--- src/rtl/core/yuv420_to_rgb32_converter_top_macros.svh ---
// ----------------------------------------------------------------------------
// yuv420_to_rgb32_converter_top_macros
// Assertion helpers for the YUV420 to RGB32 converter; clocked on clk and
// disabled while rst is high.
// ----------------------------------------------------------------------------
`ifndef YUV420_TO_RGB32_CONVERTER_TOP_MACROS_SVH
`define YUV420_TO_RGB32_CONVERTER_TOP_MACROS_SVH

// Consequent must hold in the same cycle as the antecedent.
`define YRC_ASSERT_NOW(label, ante, cons, msg) \
  label: assert property (@(posedge clk) disable iff (rst) (ante) |-> (cons)) \
    else $error(msg);

// Consequent must hold in the cycle after the antecedent.
`define YRC_ASSERT_NEXT(label, ante, cons, msg) \
  label: assert property (@(posedge clk) disable iff (rst) (ante) |=> (cons)) \
    else $error(msg);

`endif

--- src/rtl/core/yrc_pkg.sv ---
`timescale 1ns / 1ps
// ----------------------------------------------------------------------------
// yrc_pkg
// Shared types and constants of the YUV420 to RGB32 converter.
// ----------------------------------------------------------------------------
package yrc_pkg;

  localparam int DEF_MAX_WIDTH = 1024;
  localparam int MAX_ROWS      = 1024;

  localparam int CFG_W     = 11;
  localparam int CFG_IDX_W = 4;
  localparam logic [CFG_IDX_W-1:0] REG_FRAME_WIDTH  = CFG_IDX_W'(0);
  localparam logic [CFG_IDX_W-1:0] REG_FRAME_HEIGHT = CFG_IDX_W'(1);
  localparam logic [CFG_W-1:0] RST_FRAME_WIDTH  = CFG_W'(320);
  localparam logic [CFG_W-1:0] RST_FRAME_HEIGHT = CFG_W'(240);

  localparam int ROW_W = 10;

  // BT.601 integer coefficients
  localparam int COEF_Y  = 298;
  localparam int COEF_RV = 409;
  localparam int COEF_GU = -100;
  localparam int COEF_GV = -208;
  localparam int COEF_BU = 516;
  localparam int ROUND_Y = 128;
  localparam logic [7:0] LUMA_OFFSET   = 8'd16;
  localparam logic [7:0] CHROMA_OFFSET = 8'd128;
  localparam logic [7:0] ALPHA         = 8'hff;
  localparam int CHAN_MAX = 255;

  typedef struct packed {
    logic valid;
    logic odd;
    logic row_end;
    logic frame_end;
  } yrc_ctrl_t;

endpackage

--- src/rtl/core/yrc_color_pipe.sv ---
`timescale 1ns / 1ps
// ----------------------------------------------------------------------------
// yrc_color_pipe
// Two-stage color math: weighted terms, then sum, clip and pixel packing.
// ----------------------------------------------------------------------------
module yrc_color_pipe import yrc_pkg::*; (
  input  logic        clk,
  input  logic        rst,
  input  logic        en,
  input  yrc_ctrl_t   ctrl_a,
  input  logic [7:0]  y0_a,
  input  logic [7:0]  y1_a,
  input  logic [7:0]  u_a,
  input  logic [7:0]  v_a,
  input  logic [15:0] store_rd,
  output yrc_ctrl_t   ctrl_c,
  output logic [31:0] pix0_c,
  output logic [31:0] pix1_c
);

  function automatic logic signed [9:0] luma_term(input logic [7:0] y);
    logic signed [8:0]  ym;
    logic signed [17:0] p;
    ym = $signed({1'b0, y}) - $signed({1'b0, LUMA_OFFSET});
    p  = 18'(ym) * 18'(COEF_Y) + 18'(ROUND_Y);
    return p[17:8];
  endfunction

  function automatic logic [7:0] clip8(input logic signed [11:0] s);
    logic [7:0] r;
    if (s < 0) begin
      r = 8'd0;
    end else if (s > 12'(CHAN_MAX)) begin
      r = 8'(CHAN_MAX);
    end else begin
      r = s[7:0];
    end
    return r;
  endfunction

  logic [7:0]         u_sel, v_sel;
  logic signed [7:0]  d, e;
  logic signed [16:0] p_rv;
  logic signed [15:0] p_gu, p_gv;
  logic signed [17:0] p_bu;

  yrc_ctrl_t          ctrl_b;
  logic signed [9:0]  yt0_b, yt1_b, tb_b;
  logic signed [8:0]  tr_b;
  logic signed [7:0]  tgu_b, tgv_b;

  logic signed [11:0] r0, g0, b0, r1, g1, b1;

  // odd rows reuse the chroma stored by the row above
  assign u_sel = ctrl_a.odd ? store_rd[15:8] : u_a;
  assign v_sel = ctrl_a.odd ? store_rd[7:0]  : v_a;
  // x - 128 wraps to the two's complement of the offset value
  assign d = $signed(8'(u_sel - CHROMA_OFFSET));
  assign e = $signed(8'(v_sel - CHROMA_OFFSET));

  assign p_rv = 17'(e) * 17'(COEF_RV);
  assign p_gu = 16'(d) * 16'(COEF_GU);
  assign p_gv = 16'(e) * 16'(COEF_GV);
  assign p_bu = 18'(d) * 18'(COEF_BU);

  always_ff @(posedge clk) begin
    if (rst) begin
      ctrl_b <= '0;
    end else if (en) begin
      ctrl_b <= ctrl_a;
    end
  end

  // dropping the low byte is the floor shift
  always_ff @(posedge clk) begin
    if (en) begin
      yt0_b <= luma_term(y0_a);
      yt1_b <= luma_term(y1_a);
      tr_b  <= p_rv[16:8];
      tgu_b <= p_gu[15:8];
      tgv_b <= p_gv[15:8];
      tb_b  <= p_bu[17:8];
    end
  end

  assign r0 = 12'(yt0_b) + 12'(tr_b);
  assign g0 = 12'(yt0_b) + 12'(tgu_b) + 12'(tgv_b);
  assign b0 = 12'(yt0_b) + 12'(tb_b);
  assign r1 = 12'(yt1_b) + 12'(tr_b);
  assign g1 = 12'(yt1_b) + 12'(tgu_b) + 12'(tgv_b);
  assign b1 = 12'(yt1_b) + 12'(tb_b);

  always_ff @(posedge clk) begin
    if (rst) begin
      ctrl_c <= '0;
    end else if (en) begin
      ctrl_c <= ctrl_b;
    end
  end

  always_ff @(posedge clk) begin
    if (en) begin
      pix0_c <= {ALPHA, clip8(r0), clip8(g0), clip8(b0)};
      pix1_c <= {ALPHA, clip8(r1), clip8(g1), clip8(b1)};
    end
  end

endmodule

--- config.mk ---
export PLATFORM = sky130hd
export DESIGN_NAME = yrc_color_pipe
export DESIGN_NICKNAME = d
export VERILOG_FILES = /design/src/rtl/core/yuv420_to_rgb32_converter_top_macros.svh /design/src/rtl/core/yrc_pkg.sv /design/src/rtl/core/yrc_color_pipe.sv
export SDC_FILE = /design/constraint.sdc
export NUM_CORES = 1
export LEC_CHECK = 0
export ABC_CLOCK_PERIOD_IN_PS = 8700
export BUFFER_PORTS_ARGS = -buffer_cell sky130_fd_sc_hd__buf_2
export CORE_UTILIZATION = 30
export DETAILED_ROUTE_END_ITERATION = 7
export PLACE_DENSITY = 0.48
export RECOVER_POWER = 25
export SLEW_MARGIN = 20
export SYNTH_ARGS = -nofsm -noshare
export SYNTH_HDL_FRONTEND = slang
export SYNTH_SLANG_ARGS = --single-unit
--- constraint.sdc ---
create_clock -name clk -period 8.7 [get_ports clk]
set_clock_uncertainty 0.05 [all_clocks]
set_input_delay 0.87 -clock clk [delete_from_list [all_inputs] [get_ports clk]]
set_output_delay 0.87 -clock clk [all_outputs]
set_load 0.05 [all_outputs]
==> metrics.cfg, run 1 <==
[floorplan]
chipWidth_um = 208
core_area_mm2 = 0.0419
initial_core_util = 0.304
dieArea_mm2 = 0.0433
ios = 123
die_y_um = 208
rows = 75

[critical_path]
crit_top_cell = ha_1
critPathCaptureType = flip-flop
crit_arrival_ns = 5.88
start_kind = input port
cp_slowest_stage_delay_ns = 0.67
critPathKind = input port to flip-flop
cp_max_fo = 11
slowest_stage = nor3b_2
critical_path_required_ns = 8.76
path_cells = buf_2, inv_1, ha_1, nor3b_2, ha_1, ha_1, inv_1, fa_1, fa_1, inv_1, ha_1, a21oi_1, o211ai_2, a2111oi_0, nor3_1, xnor2_1, nor4_2, xnor2_1, xnor2_1

[yosys]
synth_common_cells = ha_1 (241), inv_1 (175), edfxtp_1 (103)
synth_edf_count = 103
ys_types = 83
synth_top_area_cell = edfxtp_1
synth_top_area_frac = 0.243
async_flop_share = 0
yosys_register_bits = 111
ys_warn_count = 0
seq_area_frac_synth = 0.255
netlist_area_mm2 = 0.0127
syn-mean-instance-area_um2 = 10.5
synth_area_leaders = edfxtp_1 (24%), ha_1 (24%), fa_1 (12%)
synth_most_common_cell = ha_1
synth_cells = 1214
synth_ff_type = edfxtp_1

[timing]
finalSetupTns_ns = 0
drv_slew = 45
post-route-period-util = 0.669
finalSetupViolCount = 0
post-route-min-period_ns = 5.82
tightestPinTransition_ns = 2.37
hold_viol_final = 0
timing.fmax_mhz = 172
grt_setup_unrepaired = no
max_slew_margin = -0.580

[clocking]
cts_setup_buffers = 0
clock_path_buffers = 2
cts_tree = built
clk_pin_slew_ns = 0.08
cts_hold_buffers = 0
cts_resized = 0
clockRootBuffer = clkbuf_16
clk_latency_ns = 0.36
cts_buffers = 9
htree_num_levels = 3
clock-sinks = 111

[global_route]
grt_pass1_vias = 8834
globalRouteMet3Util = 0.0146
overflow = 0
grt_max_degree = 69
antenna_found_initial = 0
grt_use_met2 = 0.237
grt_pass1_wl_mm = 44.5
grt.total_usage = 0.130
top_usage_layer = met2
grt_util_met1 = 0.164

[finish]
fillers = 4275
area_delta_synth_final_pct = 11.0
antennaDiodeCount = 0
layout-drive-gt1-share = 0.108
fin_nets = 1698
design_area_mm2 = 0.0141
post-route-util = 0.337

[outcome]
status = finished, violations left
violations = max-capacitance violations, max-slew violations

[detailed_routing]
vias = 8701
drc_errors = 0
totalWireLength_mm = 27.5
final_antenna_net_count = 0
routed_via_density = 4.66
drt-pass1-iter-count = 4
avgRoutedWirePerCell_um = 14.7
drt-initial-drc-count = 368

[worst_hold_path]
hold_path_class = flip-flop to flip-flop

[placed_design]
postPlaceCellArea_mm2 = 0.0139
place.gp.congestion = 0.846
dp_hpwl_mm = 23.4
port_buffers = 106

[flow_run]
timing.max_cap.violations = 1

[area by class of cell]
type                    instances  area, um^2  share of cell area
clock inverters                 4        35.0             0.00248
repair buffers                108         515              0.0364
multi-input cells             919        8730               0.617
well taps                     539         674              0.0477
flip-flops and latches        111        3250               0.230
clock buffers                  12         279              0.0197
inverters                     175         657              0.0464
[state kept, by name, summed over array words and instances, names as in the netlist]
register  count
pix0_c       24
pix1_c       24
tb_b         10
yt0_b        10
yt1_b        10
tr_b          9
tgu_b         8
tgv_b         8
ctrl_b        4
ctrl_c        4
[metal layers]
layer / up-vias / wire (um)
li1: 4464 / -
met1: 4134 / 12600
met2: 87 / 14000
met3: 16 / 680
met4: 0 / 229
met5: - / 0
[cell usage in the layout (no fill, tap or decap), drive strengths merged, types with 4 or more instances in the layout]
master | synthesis | final
clkbuf | 3 | 36
dfxtp | 8 | 8
a21oi | 55 | 55
fa | 78 | 78
a31oi | 10 | 10
mux2i | 23 | 23
ha | 241 | 241
nor2 | 49 | 49
nor3 | 26 | 26
and3 | 9 | 9
xnor2 | 74 | 74
o21bai | 9 | 9
nand2 | 31 | 31
xor2 | 39 | 39
conb | 1 | 16
inv | 175 | 176
o21a | 43 | 43
a2111oi | 7 | 7
buf | 21 | 84
nor3b | 4 | 4
nand3 | 15 | 15
nor2b | 19 | 19
o31ai | 6 | 6
and2 | 7 | 7
mux2 | 6 | 6
nand2b | 11 | 11
o21ai | 31 | 31
nor4 | 7 | 7
or2 | 12 | 12
o211ai | 4 | 4
nand3b | 4 | 4
nand4 | 5 | 5
a21o | 34 | 34
edfxtp | 103 | 103
[final timing paths]
check,startpoint,end,slack [ns],cells past startpoint
setup / recovery,y0_a[4],yt0_b[9],2.88,19
hold / removal,ctrl_c[1],ctrl_c[1],0.45,2
setup reg to reg,yt0_b[1],pix0_c[15],5.01,12
hold reg to reg,ctrl_c[1],ctrl_c[1],0.45,2
[worst max-delay path: cells and delay by family]
| kind | cells | cell delay [ns] |
|---|---|---|
| simple gates | 3 | 0.90 |
| compound gates | 3 | 0.81 |
| fa+ha+maj | 6 | 2.28 |
| buf+inv | 4 | 0.36 |
| xor+xnor | 3 | 0.65 |
[stage by stage]
| step | hold WS [ns] | worst slack, ns | cells |
|---|---|---|---|
| 2_1_floorplan | 0.410 | 2.87 | 1229 |
| 3_3_place_gp | 0.426 | 2.63 | 1852 |
| 3_5_place_dp | 0.430 | 2.50 | 1852 |
| 4_1_cts | 0.452 | 2.86 | 1868 |
| 5_1_grt | 0.475 | 2.40 | 1868 |
| 6_report | 0.448 | 2.88 | 1868 |
[kinds of logic after synthesis]
logic type,synth area share
flops,0.255
fa+ha+maj,0.360
buf+inv,0.0641
other cells,0.000294
compound gates,0.125
mux,0.0234
xor+xnor,0.0777
simple gates,0.0947
Power of run 1 is left out: the tool's default activity adds up to more than one toggle a clock period on the data nets, which glitch-free logic cannot reach.
==> run 2, diff against run 1 <==
ABC_CLOCK_PERIOD_IN_PS = 5700   (was 8700)
clock period = 5.7 ns   (was 8.7 ns; I/O delays follow)
==> run 2 against run 1 <==
Compared with the run above: the flow still finishes with violations (max-capacitance violations, max-slew violations); clock-buffer cell count down 2; critical path depth unchanged; global-route usage up 0.15 points.
==> metrics.cfg, run 2 (synthesized netlist as in run 1, its figures left out) <==
[clocking]
cts_setup_buffers = 0
clk_pin_slew_ns = 0.08
clock_path_buffers = 2
cts_resized = 0
cts_hold_buffers = 0
clock-sinks = 111
clk_latency_ns = 0.36
clockRootBuffer = clkbuf_16
htree_num_levels = 3
cts_buffers = 9
cts_tree = built

[detailed_routing]
wl_met1_mm = 12.9
top_layer = met4
drt-initial-drc-count = 386
final_antenna_net_count = 0
routed_via_density = 4.66
drt-pass1-iter-count = 5
met3RoutedLength_um = 524
wl_met2_mm = 13.9
avgRoutedWirePerCell_um = 14.8
totalWireLength_mm = 27.9
vias = 8776
drc_errors = 0

[floorplan]
initial_core_util = 0.304
core_area_mm2 = 0.0419
chipWidth_um = 208
die_y_um = 208
ios = 123
rows = 75
dieArea_mm2 = 0.0433

[timing]
hold_slack_ns = 0.395
finalSetupViolCount = 0
post-route-period-util = 0.895
drv_slew = 72
hold_viol_final = 0
max_slew_margin = -1.71
grt_setup_unrepaired = no
timing.fmax_mhz = 196
tightestPinTransition_ns = 4.07
post-route-min-period_ns = 5.10
finalSetupTns_ns = 0

[finish]
fillers = 4263
layout-drive-gt1-share = 0.136
antennaDiodeCount = 0
top_regs = pix0_c: 24 flops, pix1_c: 24 flops
fin_nets = 1714
area_delta_synth_final_pct = 11.9
post-route-util = 0.340
layout_common_cells = ha_1 (241), inv_1 (175), buf_2 (105)
final_common_cell = ha_1

[critical_path]
critPathCaptureType = flip-flop
worst_r2r_startpoint = yt0_b[1]
start_kind = input port
ff2ff_path_depth = 12
cp_max_fo = 5
crit_arrival_ns = 5.17
regToRegSetupSlack_ns = 1.98
r2r_end = pix0_c[15]
critical_path_required_ns = 5.76
startpoint = y1_a[4]
critPathKind = input port to flip-flop

[placed_design]
place.gp.congestion = 0.842
dp_hpwl_mm = 23.7
port_buffers = 106

[outcome]
status = finished, violations left
violations = max-capacitance violations, max-slew violations

[global_route]
grt_pass1_vias = 8873
overflow = 0
grt_max_degree = 72
grt.total_usage = 0.131
antenna_found_initial = 0
grt_pass1_wl_mm = 45.2

[worst_hold_path]
hold_path_class = input port to flip-flop
hold_start = ctrl_a[1]
holdPathStages = 3
whs_endpoint = ctrl_b[1]

[flow_run]
timing.max_cap.violations = 1

run 2: changes by cell type in the layout (fill, tap and decap cells not counted), moves of 2 or more:
cell,previous run,this run
buf_2,82,105
clkbuf_1,25,2
buf_4,2,18
clkbuf_16,11,9
clkinv_4,3,1
inv_6,1,3
run 2: metrics by stage:
stage | instance area [um^2] | worst slack, ns | cells
after global placement | 14000 | 0.291 | 1868
after global routing | 14300 | 0.273 | 1884
after CTS | 14300 | 0.593 | 1884
final | 14300 | 0.598 | 1884
after detailed placement | 14000 | 0.230 | 1868
after floorplan | 12800 | 0.168 | 1229
run 2: routing by layer:
metal	global-route usage	vias up
met1	0.167	4177
met3	0.0112	26
met2	0.235	101
li1	-	4472
met4	0.0419	0
met5	0	-
run 2: worst max-delay path by stage:
stage / end / slack [ns] / cells after the start
finish: yt1_b[9] / 0.60 / 19
global route: yt0_b[9] / 0.27 / 19
CTS: yt1_b[9] / 0.59 / 19
detailed placement: yt1_b[9] / 0.23 / 19
global placement: yt1_b[9] / 0.29 / 19
floorplan: tr_b[8] / 0.17 / 17
run 2: final cells by class:
| cell class | instances | area (um^2) | area share |
|---|---|---|---|
| clock buffer | 10 | 229 | 0.0161 |
| clock inverter | 6 | 51.3 | 0.00360 |
| inverter | 175 | 657 | 0.0461 |
| multi-input combinational | 919 | 8730 | 0.612 |
| sequential | 111 | 3250 | 0.228 |
| tap | 539 | 674 | 0.0473 |
| timing repair buffer | 124 | 664 | 0.0466 |
run 2: critical path, cell delays in order:
cell and delay [ns]:
buf_2 0.11, inv_1 0.14, ha_1 0.22, nor3b_1 0.35
ha_1 0.31, ha_1 0.27, inv_1 0.06, fa_1 0.51
fa_1 0.55, inv_1 0.04, ha_1 0.30, a21o_1 0.18
a211o_1 0.28, a2111oi_2 0.37, nor2_1 0.12, xor2_1 0.27
nor4b_4 0.27, xnor2_1 0.16, xnor2_1 0.08
Power of run 2 is left out for the same reason.
==> run 3, diff against run 2 <==
CORE_ASPECT_RATIO = 1.4   (was unset)
==> run 3 against run 2 <==
Compared with the run above: the run still ends with max-capacitance violations, max-slew violations left; via count is 0.22% lower; final cell count is 0.53% higher; non-clock buffer count up 3; critical path type unchanged; critical endpoint unchanged; highest routed layer unchanged.
==> metrics.cfg, run 3 (synthesized netlist as in run 1, its figures left out) <==
[outcome]
violations = max-capacitance violations, max-slew violations
status = finished, violations left

[global_route]
grt_pass1_wl_mm = 44.7
antenna_found_initial = 0
grt_util_met1 = 0.147
grt_max_degree = 59
overflow = 0
grt.total_usage = 0.135
grt_pass1_vias = 8828
grt_use_met2 = 0.260
top_usage_layer = met2
globalRouteMet3Util = 0.0164

[finish]
post-route-util = 0.341
final_common_cell = ha_1
area_delta_synth_final_pct = 12.3
fillers = 4274
fin_nets = 1717
layout_common_cells = ha_1 (241), inv_1 (175), edfxtp_1 (103)
top_regs = pix0_c: 24 flops, pix1_c: 24 flops
layout-drive-gt1-share = 0.132
antennaDiodeCount = 0

[timing]
finalSetupTns_ns = 0
post-route-min-period_ns = 5.11
grt_setup_unrepaired = no
hold_slack_ns = 0.380
timing.fmax_mhz = 196
finalSetupViolCount = 0
tightestPinTransition_ns = 3.35
post-route-period-util = 0.897
hold_viol_final = 0
drv_slew = 59
max_slew_margin = -1.23

[critical_path]
start_kind = input port
critical_path_required_ns = 5.78
crit_arrival_ns = 5.19
r2r_end = pix0_c[15]
crit_top_cell = ha_1
path_cells = buf_2, inv_1, ha_1, nor3b_1, ha_1, ha_1, inv_1, fa_1, fa_1, inv_1, ha_1, a21o_1, a211o_1, a2111oi_2, nor2_1, xor2_1, nor4b_4, xnor2_1, xnor2_1
slowest_stage = fa_1
ff2ff_path_depth = 12
worst_r2r_startpoint = yt0_b[1]
cp_max_fo = 5
critPathCaptureType = flip-flop
cp_slowest_stage_delay_ns = 0.54
regToRegSetupSlack_ns = 1.96
critPathKind = input port to flip-flop

[clocking]
cts_resized = 0
clk_pin_slew_ns = 0.08
cts_buffers = 9
cts_tree = built
clock_path_buffers = 2
htree_num_levels = 3
clockRootBuffer = clkbuf_16
cts_setup_buffers = 0
clock-sinks = 111
clk_latency_ns = 0.38
cts_hold_buffers = 0

[detailed_routing]
drt-initial-drc-count = 197
drc_errors = 0
avgRoutedWirePerCell_um = 15.0
routed_via_density = 4.62
final_antenna_net_count = 0
totalWireLength_mm = 28.5
drt-pass1-iter-count = 4
vias = 8757

[worst_hold_path]
hold_path_class = input port to flip-flop
holdPathStages = 3
hold_start = ctrl_a[1]
whs_endpoint = ctrl_b[1]

[floorplan]
chipWidth_um = 176
initial_core_util = 0.304
core_area_mm2 = 0.0420
dieArea_mm2 = 0.0433
ios = 123
die_y_um = 246
rows = 89

[flow_run]
timing.max_cap.violations = 1

[placed_design]
place.gp.congestion = 0.845
dp_hpwl_mm = 24.0
port_buffers = 106

run 3: cell types whose count changed in the layout (fill, tap and decap cells not counted), sizes merged:
| cell | previous run | this run |
|---|---|---|
| bufinv | 0 | 1 |
| clkinvlp | 0 | 2 |
| clkbuf | 11 | 18 |
| buf | 123 | 118 |
| inv | 179 | 177 |
run 3: routing by layer:
layer,vias up,wire (um)
li1,4492,-
met1,4121,11500
met2,110,15400
met3,34,758
met4,0,830
met5,-,0
run 3: final cells by class:
type                    instances  area [um^2]  share of cell area
multi-input cells             919         8730               0.610
well taps                     546          683              0.0478
clock inverters                 7         80.1             0.00560
clock buffers                   9          225              0.0157
flip-flops and latches        111         3250               0.227
inverters                     175          657              0.0459
repair buffers                127          677              0.0473
run 3: worst max path at each step:
stage / from / to / slack [ns] / cells past startpoint
after detailed placement: y1_a[4] / yt1_b[9] / 0.18 / 19
final: y1_a[4] / yt1_b[9] / 0.59 / 19
after global routing: y0_a[4] / yt0_b[9] / 0.20 / 19
after CTS: y1_a[4] / yt1_b[9] / 0.56 / 19
after global placement: y1_a[4] / yt1_b[9] / 0.25 / 19
after floorplan: ctrl_a[2] / tr_b[8] / 0.17 / 17
run 3: critical path, delay by kind of cell:
kind | cells | cell delay [ns]
buffers and inverters | 4 | 0.37
XOR/XNOR | 3 | 0.51
AO/OA/AOI/OAI | 3 | 0.80
AND/OR/NAND/NOR | 3 | 0.77
adder cells (fa/ha/maj) | 6 | 2.18
run 3: through the flow:
step | worst slack, ns | std cells | instance area, um^2
2_1_floorplan | 0.168 | 1229 | 12800
6_report | 0.588 | 1894 | 14300
3_5_place_dp | 0.182 | 1878 | 14000
3_3_place_gp | 0.249 | 1878 | 14000
4_1_cts | 0.562 | 1894 | 14300
5_1_grt | 0.204 | 1894 | 14300
Power of run 3 is left out for the same reason.
